[src/sv/biq_pkg.sv]
`timescale 1ns / 1ps

package biq_pkg;

  // Field and arithmetic widths.
  localparam int SAMPLE_W   = 16;
  localparam int COEF_W     = 32;
  localparam int COEF_FRAC  = 28;
  localparam int STATE_W    = 32;
  localparam int STATE_FRAC = 16;

  // Digit-serial multiplier geometry.
  localparam int DIGIT_W    = 4;
  localparam int NUM_DIGITS = COEF_W / DIGIT_W;
  localparam int DIG_CNT_W  = $clog2(NUM_DIGITS);
  localparam int TERM_W     = STATE_W + DIGIT_W + 1;
  localparam int HIGH_W     = TERM_W - DIGIT_W;
  localparam int SUM_W      = STATE_W + COEF_W + 2;

  // Rounded views of the accumulator.
  localparam int RND_W_W    = SUM_W - COEF_FRAC;
  localparam int RND_Y_W    = SUM_W - COEF_FRAC - STATE_FRAC;

  // Configuration registers; the register index is also the product index.
  localparam int NUM_REGS   = 7;
  localparam int REG_IDX_W  = $clog2(NUM_REGS);

  typedef logic [REG_IDX_W-1:0] reg_idx_t;
  typedef logic signed [COEF_W-1:0] coef_t;

  localparam reg_idx_t REG_FEED_GAIN    = reg_idx_t'(0);
  localparam reg_idx_t REG_FEEDBACK_ONE = reg_idx_t'(1);
  localparam reg_idx_t REG_FEEDBACK_TWO = reg_idx_t'(2);
  localparam reg_idx_t REG_FORWARD_ZERO = reg_idx_t'(3);
  localparam reg_idx_t REG_FORWARD_ONE  = reg_idx_t'(4);
  localparam reg_idx_t REG_FORWARD_TWO  = reg_idx_t'(5);
  localparam reg_idx_t REG_OUTPUT_GAIN  = reg_idx_t'(6);

  localparam coef_t COEF_ONE = coef_t'(1) <<< COEF_FRAC;

  localparam coef_t COEF_RESET [NUM_REGS] = '{
    COEF_ONE, coef_t'(0), coef_t'(0), COEF_ONE, coef_t'(0), coef_t'(0), COEF_ONE
  };

endpackage

[src/sv/biquad_iir_filter.sv]
`timescale 1ns / 1ps
// Items are taken one at a time: in_stall stays high from the accepting edge of an
// item until its result is in the output register. Seven 32x32 products share one
// digit-serial multiplier taking 4 coefficient bits per cycle (load, digits, accumulate
// each), plus round-and-saturate steps for w, ff and y and an output hand-off.
// Reset (rst_n, synchronous, active low) clears the delay line, restores the default
// coefficients (unity gains and b0, all others zero) and empties the output register.
module biquad_iir_filter (
  input  logic                                 clk,
  input  logic                                 rst_n,
  // Input channel: one sample per item.
  input  logic                                 in_valid,
  output logic                                 in_stall,
  input  logic signed [biq_pkg::SAMPLE_W-1:0]  in_sample,
  // Result channel.
  output logic                                 out_valid,
  input  logic                                 out_stall,
  output logic signed [biq_pkg::SAMPLE_W-1:0]  out_filtered,
  output logic                                 out_clipped,
  // Configuration write port.
  input  logic                                 cfg_valid,
  output logic                                 cfg_ready,
  input  logic [biq_pkg::REG_IDX_W-1:0]        cfg_index,
  input  logic signed [biq_pkg::COEF_W-1:0]    cfg_data
);

  // The sequencer walks through the seven products in register order. Each product
  // loads its operand and coefficient, runs the coefficient through the multiplier one
  // digit per cycle, and then adds or subtracts the exact product into a wide
  // accumulator. After the feedback products the accumulator is rounded into the new
  // intermediate w, after the feedforward products into ff, and after the output gain
  // product into the output sample.
  typedef enum logic [2:0] {
    ST_IDLE,
    ST_LOAD,
    ST_MUL,
    ST_ACC,
    ST_ROUND,
    ST_OUT
  } state_t;

  state_t state_r;

  // Coefficient registers and filter state.
  biq_pkg::coef_t                        coef_r [biq_pkg::NUM_REGS];
  logic signed [biq_pkg::STATE_W-1:0]    delay_one_r;
  logic signed [biq_pkg::STATE_W-1:0]    delay_two_r;

  // Per-item working registers.
  logic signed [biq_pkg::SAMPLE_W-1:0]   sample_r;
  logic signed [biq_pkg::STATE_W-1:0]    w_r;
  logic signed [biq_pkg::STATE_W-1:0]    ff_r;
  logic signed [biq_pkg::SAMPLE_W-1:0]   y_r;
  logic                                  clip_r;
  biq_pkg::reg_idx_t                     prod_r;
  logic signed [biq_pkg::SUM_W-1:0]      sum_r;

  // Digit-serial multiplier: the coefficient shifts out of coef_sh_r one digit per
  // cycle, the partial product's upper part stays in high_r and the finished low bits
  // shift into low_r.
  logic signed [biq_pkg::STATE_W-1:0]    opnd_r;
  logic [biq_pkg::COEF_W-1:0]            coef_sh_r;
  logic signed [biq_pkg::HIGH_W-1:0]     high_r;
  logic [biq_pkg::COEF_W-1:0]            low_r;
  logic [biq_pkg::DIG_CNT_W-1:0]         dig_r;

  // Output register.
  logic                                  out_valid_r;
  logic signed [biq_pkg::SAMPLE_W-1:0]   out_filtered_r;
  logic                                  out_clipped_r;

  // Multiplier datapath. All digits but the top one are unsigned; the top one carries
  // the coefficient's sign.
  logic                                  last_digit;
  logic signed [biq_pkg::DIGIT_W:0]      digit;
  logic signed [biq_pkg::TERM_W-1:0]     term;
  logic signed [biq_pkg::TERM_W-1:0]     partial;
  logic signed [biq_pkg::SUM_W-1:0]      product;
  logic                                  subtract;

  assign last_digit = (dig_r == biq_pkg::DIG_CNT_W'(biq_pkg::NUM_DIGITS - 1));
  assign digit      = last_digit
                      ? {coef_sh_r[biq_pkg::DIGIT_W-1], coef_sh_r[biq_pkg::DIGIT_W-1:0]}
                      : {1'b0, coef_sh_r[biq_pkg::DIGIT_W-1:0]};
  assign term       = biq_pkg::TERM_W'(opnd_r) * biq_pkg::TERM_W'(digit);
  assign partial    = biq_pkg::TERM_W'(high_r) + term;
  assign product    = biq_pkg::SUM_W'($signed({high_r, low_r}));
  assign subtract   = (prod_r == biq_pkg::REG_FEEDBACK_ONE) ||
                      (prod_r == biq_pkg::REG_FEEDBACK_TWO);

  // Operand for the product about to start.
  logic signed [biq_pkg::STATE_W-1:0]    opnd_sel;

  always_comb begin
    case (prod_r)
      biq_pkg::REG_FEED_GAIN: begin
        opnd_sel = {sample_r, {biq_pkg::STATE_FRAC{1'b0}}};
      end
      biq_pkg::REG_FEEDBACK_ONE,
      biq_pkg::REG_FORWARD_ONE: begin
        opnd_sel = delay_one_r;
      end
      biq_pkg::REG_FEEDBACK_TWO,
      biq_pkg::REG_FORWARD_TWO: begin
        opnd_sel = delay_two_r;
      end
      biq_pkg::REG_FORWARD_ZERO: begin
        opnd_sel = w_r;
      end
      default: begin
        opnd_sel = ff_r;
      end
    endcase
  end

  // Round half up and saturate. The intermediate and feedforward sums drop the
  // coefficient fraction bits; the output drops the state fraction bits as well.
  logic                                  final_round;
  logic signed [biq_pkg::SUM_W-1:0]      half;
  logic signed [biq_pkg::SUM_W-1:0]      rounded;
  logic signed [biq_pkg::RND_W_W-1:0]    rnd_state;
  logic signed [biq_pkg::RND_Y_W-1:0]    rnd_out;
  logic [biq_pkg::RND_W_W-biq_pkg::STATE_W:0]  state_top;
  logic [biq_pkg::RND_Y_W-biq_pkg::SAMPLE_W:0] out_top;
  logic                                  state_fits;
  logic                                  out_fits;
  logic signed [biq_pkg::STATE_W-1:0]    state_sat;
  logic signed [biq_pkg::SAMPLE_W-1:0]   out_sat;

  assign final_round = (prod_r == biq_pkg::REG_OUTPUT_GAIN);
  assign half        = final_round
                       ? (biq_pkg::SUM_W'(1) <<< (biq_pkg::COEF_FRAC + biq_pkg::STATE_FRAC - 1))
                       : (biq_pkg::SUM_W'(1) <<< (biq_pkg::COEF_FRAC - 1));
  assign rounded     = sum_r + half;
  assign rnd_state   = rounded[biq_pkg::SUM_W-1:biq_pkg::COEF_FRAC];
  assign rnd_out     = rounded[biq_pkg::SUM_W-1:biq_pkg::COEF_FRAC+biq_pkg::STATE_FRAC];
  assign state_top   = rnd_state[biq_pkg::RND_W_W-1:biq_pkg::STATE_W-1];
  assign out_top     = rnd_out[biq_pkg::RND_Y_W-1:biq_pkg::SAMPLE_W-1];
  assign state_fits  = (&state_top) || !(|state_top);
  assign out_fits    = (&out_top) || !(|out_top);

  always_comb begin
    if (state_fits) begin
      state_sat = rnd_state[biq_pkg::STATE_W-1:0];
    end else if (rnd_state[biq_pkg::RND_W_W-1]) begin
      state_sat = {1'b1, {(biq_pkg::STATE_W-1){1'b0}}};
    end else begin
      state_sat = {1'b0, {(biq_pkg::STATE_W-1){1'b1}}};
    end
    if (out_fits) begin
      out_sat = rnd_out[biq_pkg::SAMPLE_W-1:0];
    end else if (rnd_out[biq_pkg::RND_Y_W-1]) begin
      out_sat = {1'b1, {(biq_pkg::SAMPLE_W-1){1'b0}}};
    end else begin
      out_sat = {1'b0, {(biq_pkg::SAMPLE_W-1){1'b1}}};
    end
  end

  // Sequencer, datapath registers and output register.
  always_ff @(posedge clk) begin
    if (!rst_n) begin
      state_r     <= ST_IDLE;
      out_valid_r <= 1'b0;
      delay_one_r <= '0;
      delay_two_r <= '0;
      for (int i = 0; i < biq_pkg::NUM_REGS; i++) begin
        coef_r[i] <= biq_pkg::COEF_RESET[i];
      end
    end else begin
      // Writes to an index beyond the register list are dropped.
      if (cfg_valid && (int'(cfg_index) < biq_pkg::NUM_REGS)) begin
        coef_r[cfg_index] <= cfg_data;
      end

      // The hand-off state drives the output register itself.
      if (!out_stall && (state_r != ST_OUT)) begin
        out_valid_r <= 1'b0;
      end

      case (state_r)
        ST_IDLE: begin
          if (in_valid) begin
            sample_r <= in_sample;
            prod_r   <= biq_pkg::REG_FEED_GAIN;
            sum_r    <= '0;
            clip_r   <= 1'b0;
            state_r  <= ST_LOAD;
          end
        end
        ST_LOAD: begin
          opnd_r    <= opnd_sel;
          coef_sh_r <= coef_r[prod_r];
          high_r    <= '0;
          low_r     <= '0;
          dig_r     <= '0;
          state_r   <= ST_MUL;
        end
        ST_MUL: begin
          high_r    <= partial[biq_pkg::TERM_W-1:biq_pkg::DIGIT_W];
          low_r     <= {partial[biq_pkg::DIGIT_W-1:0],
                        low_r[biq_pkg::COEF_W-1:biq_pkg::DIGIT_W]};
          coef_sh_r <= coef_sh_r >> biq_pkg::DIGIT_W;
          dig_r     <= dig_r + biq_pkg::DIG_CNT_W'(1);
          if (last_digit) begin
            state_r <= ST_ACC;
          end
        end
        ST_ACC: begin
          sum_r <= subtract ? (sum_r - product) : (sum_r + product);
          if ((prod_r == biq_pkg::REG_FEEDBACK_TWO) ||
              (prod_r == biq_pkg::REG_FORWARD_TWO) ||
              (prod_r == biq_pkg::REG_OUTPUT_GAIN)) begin
            state_r <= ST_ROUND;
          end else begin
            prod_r  <= prod_r + biq_pkg::reg_idx_t'(1);
            state_r <= ST_LOAD;
          end
        end
        ST_ROUND: begin
          sum_r <= '0;
          if (prod_r == biq_pkg::REG_OUTPUT_GAIN) begin
            y_r     <= out_sat;
            clip_r  <= clip_r | !out_fits;
            state_r <= ST_OUT;
          end else begin
            if (prod_r == biq_pkg::REG_FEEDBACK_TWO) begin
              w_r <= state_sat;
            end else begin
              ff_r <= state_sat;
            end
            clip_r  <= clip_r | !state_fits;
            prod_r  <= prod_r + biq_pkg::reg_idx_t'(1);
            state_r <= ST_LOAD;
          end
        end
        ST_OUT: begin
          // Hand the result over once the output register is free, then shift the
          // delay line.
          if (!out_valid_r || !out_stall) begin
            out_valid_r    <= 1'b1;
            out_filtered_r <= y_r;
            out_clipped_r  <= clip_r;
            delay_two_r    <= delay_one_r;
            delay_one_r    <= w_r;
            state_r        <= ST_IDLE;
          end
        end
        default: begin
          state_r <= ST_IDLE;
        end
      endcase
    end
  end

  assign in_stall     = (state_r != ST_IDLE);
  assign cfg_ready    = 1'b1;
  assign out_valid    = out_valid_r;
  assign out_filtered = out_filtered_r;
  assign out_clipped  = out_clipped_r;

endmodule

[config.mk]
export PLATFORM = sky130hd
export DESIGN_NAME = biquad_iir_filter
export DESIGN_NICKNAME = d
export VERILOG_FILES = /design/src/sv/biq_pkg.sv /design/src/sv/biquad_iir_filter.sv
export SDC_FILE = /design/constraint.sdc
export NUM_CORES = 2
export LEC_CHECK = 0
export BUFFER_PORTS_ARGS = -buffer_cell sky130_fd_sc_hd__buf_4
export CORE_MARGIN = 2
export CORE_UTILIZATION = 50
export DETAILED_ROUTE_END_ITERATION = 10
export GPL_ROUTABILITY_DRIVEN = 0
export PLACE_DENSITY = 0.68
export SYNTH_ARGS = -nofsm -noshare
export SYNTH_HDL_FRONTEND = slang
export SYNTH_SLANG_ARGS = --single-unit
[constraint.sdc]
create_clock -name clk -period 5.6 [get_ports clk]
set_input_delay 0.28 -clock clk [delete_from_list [all_inputs] [get_ports clk]]
set_output_delay 0.28 -clock clk [all_outputs]
set_load 0.05 [all_outputs]
; Word level (Yosys, flattened, before mapping)
; Memories as Yosys holds them, arrays and structs flattened. A register that Yosys moved wholly into a read port is not among the register bits.
; Cells that the tools add are included.
[op_classes]
add_sub_neg = 6
mul = 1
n_lt_le_gt_ge = 1
n_eq_ne = 18
mux = 37
bitwise = 3
n_reduce_logical = 34
[op_table]
columns = cell, n
row1 = $pmux W66 S3, 1
row2 = $mux W66, 2
row3 = $pmux W32 S2, 2
row4 = $pmux W32 S4, 1
row5 = $mux W32, 3
row6 = $add A66 B45 Y66, 1
row7 = $add A66 B65 Y66, 1
row8 = $pmux W33 S2, 1
row9 = $sub A66 B65 Y66, 1
row10 = $mux W44, 1
row11 = $add A33 B37 Y37, 1
row12 = $mul A32 B5 Y37, 1
row13 = $mux W16, 2
row14 = $reduce_or A32 Y1, 1
row15 = $mux W3, 10
row16 = $eq A3 B3 Y1 const B, 6
row17 = $pmux W3 S6, 1
row18 = $reduce_and A3 Y1, 6
row19 = $eq A3 B2 Y1 const B, 4
row20 = $ne A2 B2 Y1 const B, 5
row21 = $mux W1, 9
row22 = $pmux W3 S3, 1
row23 = $reduce_and A4 Y1, 2
row24 = $reduce_and A7 Y1, 1
row25 = other kinds (19), 36
[totals]
register_bits = 383
ram_bits = 224
in_bits = 56
out_inout_bits = 20
elab_cells = 119
mem_count = 1
[mem_list]
columns = memory, depth, word_bits, read_ports, rd_ports_with_merged_regs, wr, line_no
row1 = coef_r, 7, 32, 1, 1, 7, biquad_iir_filter.sv:45  ; biq_pkg::coef_t coef_r [biq_pkg::NUM_REGS];

; Longest topological paths before layout
[logic_depth]
ltp_word = 9
depth_mapped = 24

; Worst setup path after synthesis
; Ideal clock, no wire load.
[synth_timing]
path_type = reg2reg
start = register dig_r[0] in the netlist's numbering
end = register high_r[31] in the netlist's numbering, data pin
t_arrival_ns = 5.546
path_slack_ns = -0.212
stages_incl_launch_ff = 21
n_path_buf = 0
cell_sequence = edfxtp_1 -> ha_1 -> ha_1 -> nand2_1 -> or2_2 -> fa_1 -> fa_1 -> fa_1 -> fa_1 -> inv_1 -> fa_1 -> a211oi_1 -> o21bai_1 -> o311ai_1 -> a2111o_1 -> a31oi_1 -> o41ai_1 -> o211ai_1 -> a21oi_1 -> xor2_1 -> nor2_1
[synth_between]
elab_chain_len = 5
[synth_lines]
columns = item, line_no
row1 = from (decl), biquad_iir_filter.sv:65  ; logic [biq_pkg::DIG_CNT_W-1:0] dig_r;
row2 = from (signal assigned), biquad_iir_filter.sv:203  ; dig_r <= dig_r + biq_pkg::DIG_CNT_W'(1);
row3 = $eq A3 B3 Y1, biquad_iir_filter.sv:81  ; assign last_digit = (dig_r == biq_pkg::DIG_CNT_W'(biq_pkg::NUM_DIGITS - 1));
row4 = $mux W5, biquad_iir_filter.sv:83  ; ? {coef_sh_r[biq_pkg::DIGIT_W-1], coef_sh_r[biq_pkg::DIGIT_W-1:0]}
row5 = $mul A32 B5 Y37, biquad_iir_filter.sv:85  ; assign term = biq_pkg::TERM_W'(opnd_r) * biq_pkg::TERM_W'(digit);
row6 = $add A33 B37 Y37, biquad_iir_filter.sv:86  ; assign partial = biq_pkg::TERM_W'(high_r) + term;
row7 = $pmux W33 S2, biquad_iir_filter.sv:180  ; case (state_r)
row8 = to (signal assigned), biquad_iir_filter.sv:199  ; high_r <= partial[biq_pkg::TERM_W-1:biq_pkg::DIGIT_W];
row9 = to (decl), biquad_iir_filter.sv:63  ; logic signed [biq_pkg::HIGH_W-1:0] high_r;
; No other way between the ends.
; A chain may end at the register's enable or synchronous reset.

; Worst setup path after layout
; Same ends and word-level chain as after synthesis.

==> flow_summary.toml <==
[outcome]
status = "complete, no violations"

[critical_path]
crit_path_start_kind = "register"
crit_family = "adder cells"
cpMostUsedCell = "fa_1"
path_buf_inv = 5
worstRegToRegCells = 24
r2r_start = "dig_r[0]"
reg2reg_to = "high_r[31]"
critPathArrivalTime_ns = 5.94
critPathSlowestCell = "fa_1"
r2r_slack_ns = 0.01
crit_path_end_kind = "register"
worstPathCellList = "ha_2 > ha_4 > nand2_8 > buf_16 > nor2_1 > fa_1 > inv_1 > fa_1 > fa_1 > inv_1 > ha_1 > ha_4 > a21o_1 > o21bai_1 > o311ai_2 > buf_4 > a2111o_1 > a31oi_1 > buf_4 > o41ai_4 > o211ai_1 > a21oi_1 > xor2_1 > nor2_1"
crit_type = "register to register"
critPathMaxStageDelay_ns = 0.56
worstPathMaxFanout = 8
cp.required_ns = 5.95

[power]
clkPwrFrac_pct = 31.2
ir_drop_mv = 0.259
p_sw_w = 0.00492
power_frac_seq_pct = 36.8
combinationalPowerShare_pct = 32.1
p_int_w = 0.0104
p_per_area_nw_per_um2 = 348
leakage_nw = 17.1
switching_share_pct = 32.0

[cts]
clock_latency_ns = 0.64
cts_tree = "done"
cts_max_path_buffers = 3
cts-root-buf = "clkbuf_16"
clk_pin_slew_ns = 0.06
cts.sinks = 642
cts_buffers = 73
htreeDepth = 3

[detailed_routing]
vias = 27400
drt_wl_total_mm = 97.7
drc = 0
drtIter0Drc = 2337
firstDrtPassIters = 6
via_per_inst = 5.70
antenna_left = 0
wire_per_inst_um = 20.3

[sta]
setup_slack_ns = 0.0143
min_period_over_period_pct = 99.7
min_period_ns = 5.59
finalSetupTns_ns = 0
fmax_mhz = 179
finalHoldViolations = 0
worstMarginPinSlew_ns = 1.11
finalMaxSlewViolations = 0
skew_ns = 0.0476
setup_viol = 0
relSlewSlack_pct = 26.3
rsz0062_at_grt = "yes"

[yosys]
avgSynthCellArea_um2 = 10.7
synthDistinctLibCells = 86
synth_area_um2 = 37800
synth-async-reset-ratio_pct = 0
synth_top_area_share_pct = 42.9
yosysTopAreaCell = "edfxtp_1"
synthCells = 3523
synth_edf_count = 539
ys_ff_latch = 642
ys_warn_count = 0
ys_top_cells_by_area = "edfxtp_1 43%, fa_1 6.9%, dfxtp_1 5.5%"
synth_flop_cell = "edfxtp_1"
ys_seq_area_share_pct = 48.3

[die]
fp-row-count = 100
dieArea_um2 = 77700
die_y_um = 279
io_pins = 76
die_w_um = 279
core-area_um2 = 74600
start_util_pct = 50.6

[final_layout]
drive_gt1_share_pct = 14.8
stdcell_area_um2 = 44100
mostFrequentLayoutCells = "539 x edfxtp_1, 407 x nor2_1, 341 x nand2_1, 273 x buf_4, 272 x inv_1"
final_cells = 4812
num-fill-cells = 6115
nNetsFinal = 4121
mostFrequentLayoutCell = "edfxtp_1"
area_growth_pct = 16.9
diodes = 0

[grt]
overflow = 0
grt_max_degree = 69
grt_antenna_before_repair = 5
grt_pass1_vias = 27000
grt_usage_pct = 25.0
grt_pass1_wl_mm = 151

[place]
place_area_um2 = 40600
hpwl_mm = 66.8
port_buffers = 74
post-place-cells = 4616
pre_cts_ws_ns = -0.538

[min_path]
hold_end = "out_valid"
hold_start = "out_stall"
worstHoldPathCells = 3
min_path_type = "input pin to register"

[job]
cap_violations = 0
## cell type report
type,instances,area (µm²),area share [%]
Multi-Input combinational cell,2461,18600,42.0
Sequential cell,642,18300,41.3
Timing Repair Buffer,331,2680,6.07
Clock buffer,96,1980,4.49
Tap cell,969,1210,2.75
Inverter,277,1040,2.36
Clock inverter,36,424,0.961
## layer usage
metal / up-vias / global-route usage, % / wire length, µm
met5: - / 0 / 11
met4: 2 / 7.58 / 2930
met3: 182 / 3.82 / 6180
met2: 880 / 42.4 / 47500
met1: 13500 / 33.2 / 41100
li1: 12900 / - / -
## synth_stat cells, drive strengths merged, types with 6 or more instances
library cell,number
a21o,46
nand2,345
nand4,36
nand2b,24
xnor2,86
o41ai,8
o21ai,161
a21boi,71
and3,56
clkbuf,152
dfxtp,103
ha,148
nor2b,19
a221o,18
nor3b,8
a21oi,175
and4,6
buf,22
mux4,64
o21bai,19
o31ai,15
a221oi,35
xor2,92
nand3,43
and2,177
or2,7
or4,11
inv,276
mux2i,37
nor4,10
o21a,13
fa,131
nor3,44
nor2,413
edfxtp,539
o211ai,11
or3,11
a31oi,17
a211oi,14
## cell families after synthesis
family	Yosys count	share of synthesized area, %
other cells	2	0.0199
flops	642	48.3
buf+inv	451	4.50
fa+ha+maj	279	11.8
xor+xnor	178	4.13
compound gates	646	11.0
simple gates	1219	15.2
mux	106	4.95
## sequential cells by signal, indices dropped and copies added, names as in the netlist, named ones only
name,count
coef_r,256
sum_r,66
high_r,33
coef_sh_r,32
delay_one_r,32
delay_two_r,32
ff_r,32
low_r,32
opnd_r,32
w_r,32
out_filtered,16
sample_r,16
y_r,16
dig_r,3
prod_r,3
state_r,3
clip_r,1
out_clipped,1
out_valid,1
## per-stage QoR
step / power [W] / hold WS (ns) / utilization (%)
floorplan: 0.00871 / 0.379 / -
global placement: 0.0102 / 0.404 / 54.4
detailed placement: 0.0102 / 0.405 / 54.4
CTS: 0.0152 / 0.0425 / 58.6
global route: 0.0162 / 0.0868 / 59.2
finish: 0.0154 / 0.0772 / 59.2
## worst max path at each step
stage | from | endpoint | cells after the start
2_1_floorplan | dig_r[0] | high_r[31] | 20
3_3_place_gp | dig_r[0] | high_r[31] | 22
3_5_place_dp | dig_r[0] | high_r[31] | 22
4_1_cts | dig_r[0] | high_r[31] | 24
5_1_grt | dig_r[0] | high_r[31] | 22
6_report | dig_r[0] | high_r[31] | 24
## power by group through the flow
stage	sequential (W)	clock, W	combinational, W
2_1_floorplan	0.00566	0	0.00305
3_3_place_gp	0.00574	0	0.00446
3_5_place_dp	0.00575	0	0.00449
4_1_cts	0.00565	0.00486	0.00468
5_1_grt	0.00567	0.00504	0.00546
6_report	0.00565	0.00479	0.00493
## worst reg2reg max path, stage by stage, from the launching register on
cell,delay (ns)
edfxtp_1,0.38
ha_2,0.21
ha_4,0.18
nand2_8,0.10
buf_16,0.13
nor2_1,0.06
fa_1,0.53
inv_1,0.05
fa_1,0.48
fa_1,0.56
inv_1,0.05
ha_1,0.33
ha_4,0.29
a21o_1,0.17
o21bai_1,0.18
o311ai_2,0.14
buf_4,0.17
a2111o_1,0.44
a31oi_1,0.17
buf_4,0.15
o41ai_4,0.06
o211ai_1,0.22
a21oi_1,0.11
xor2_1,0.14
nor2_1,0.05
## timing repair
| item | 4_1_cts | 5_1_grt |
|---|---|---|
| pin swaps | 26 | 49 |
| buffers inserted | 4 | 10 |
| gates cloned | 1 | 1 |
| endpoints found under the setup margin | 16 | 25 |
| gates resized for setup | 29 | 67 |
| hold buffers | 48 | 0 |
| endpoints found under the hold margin | 49 | 0 |
No activity file was read; power rests on OpenSTA's default activity.
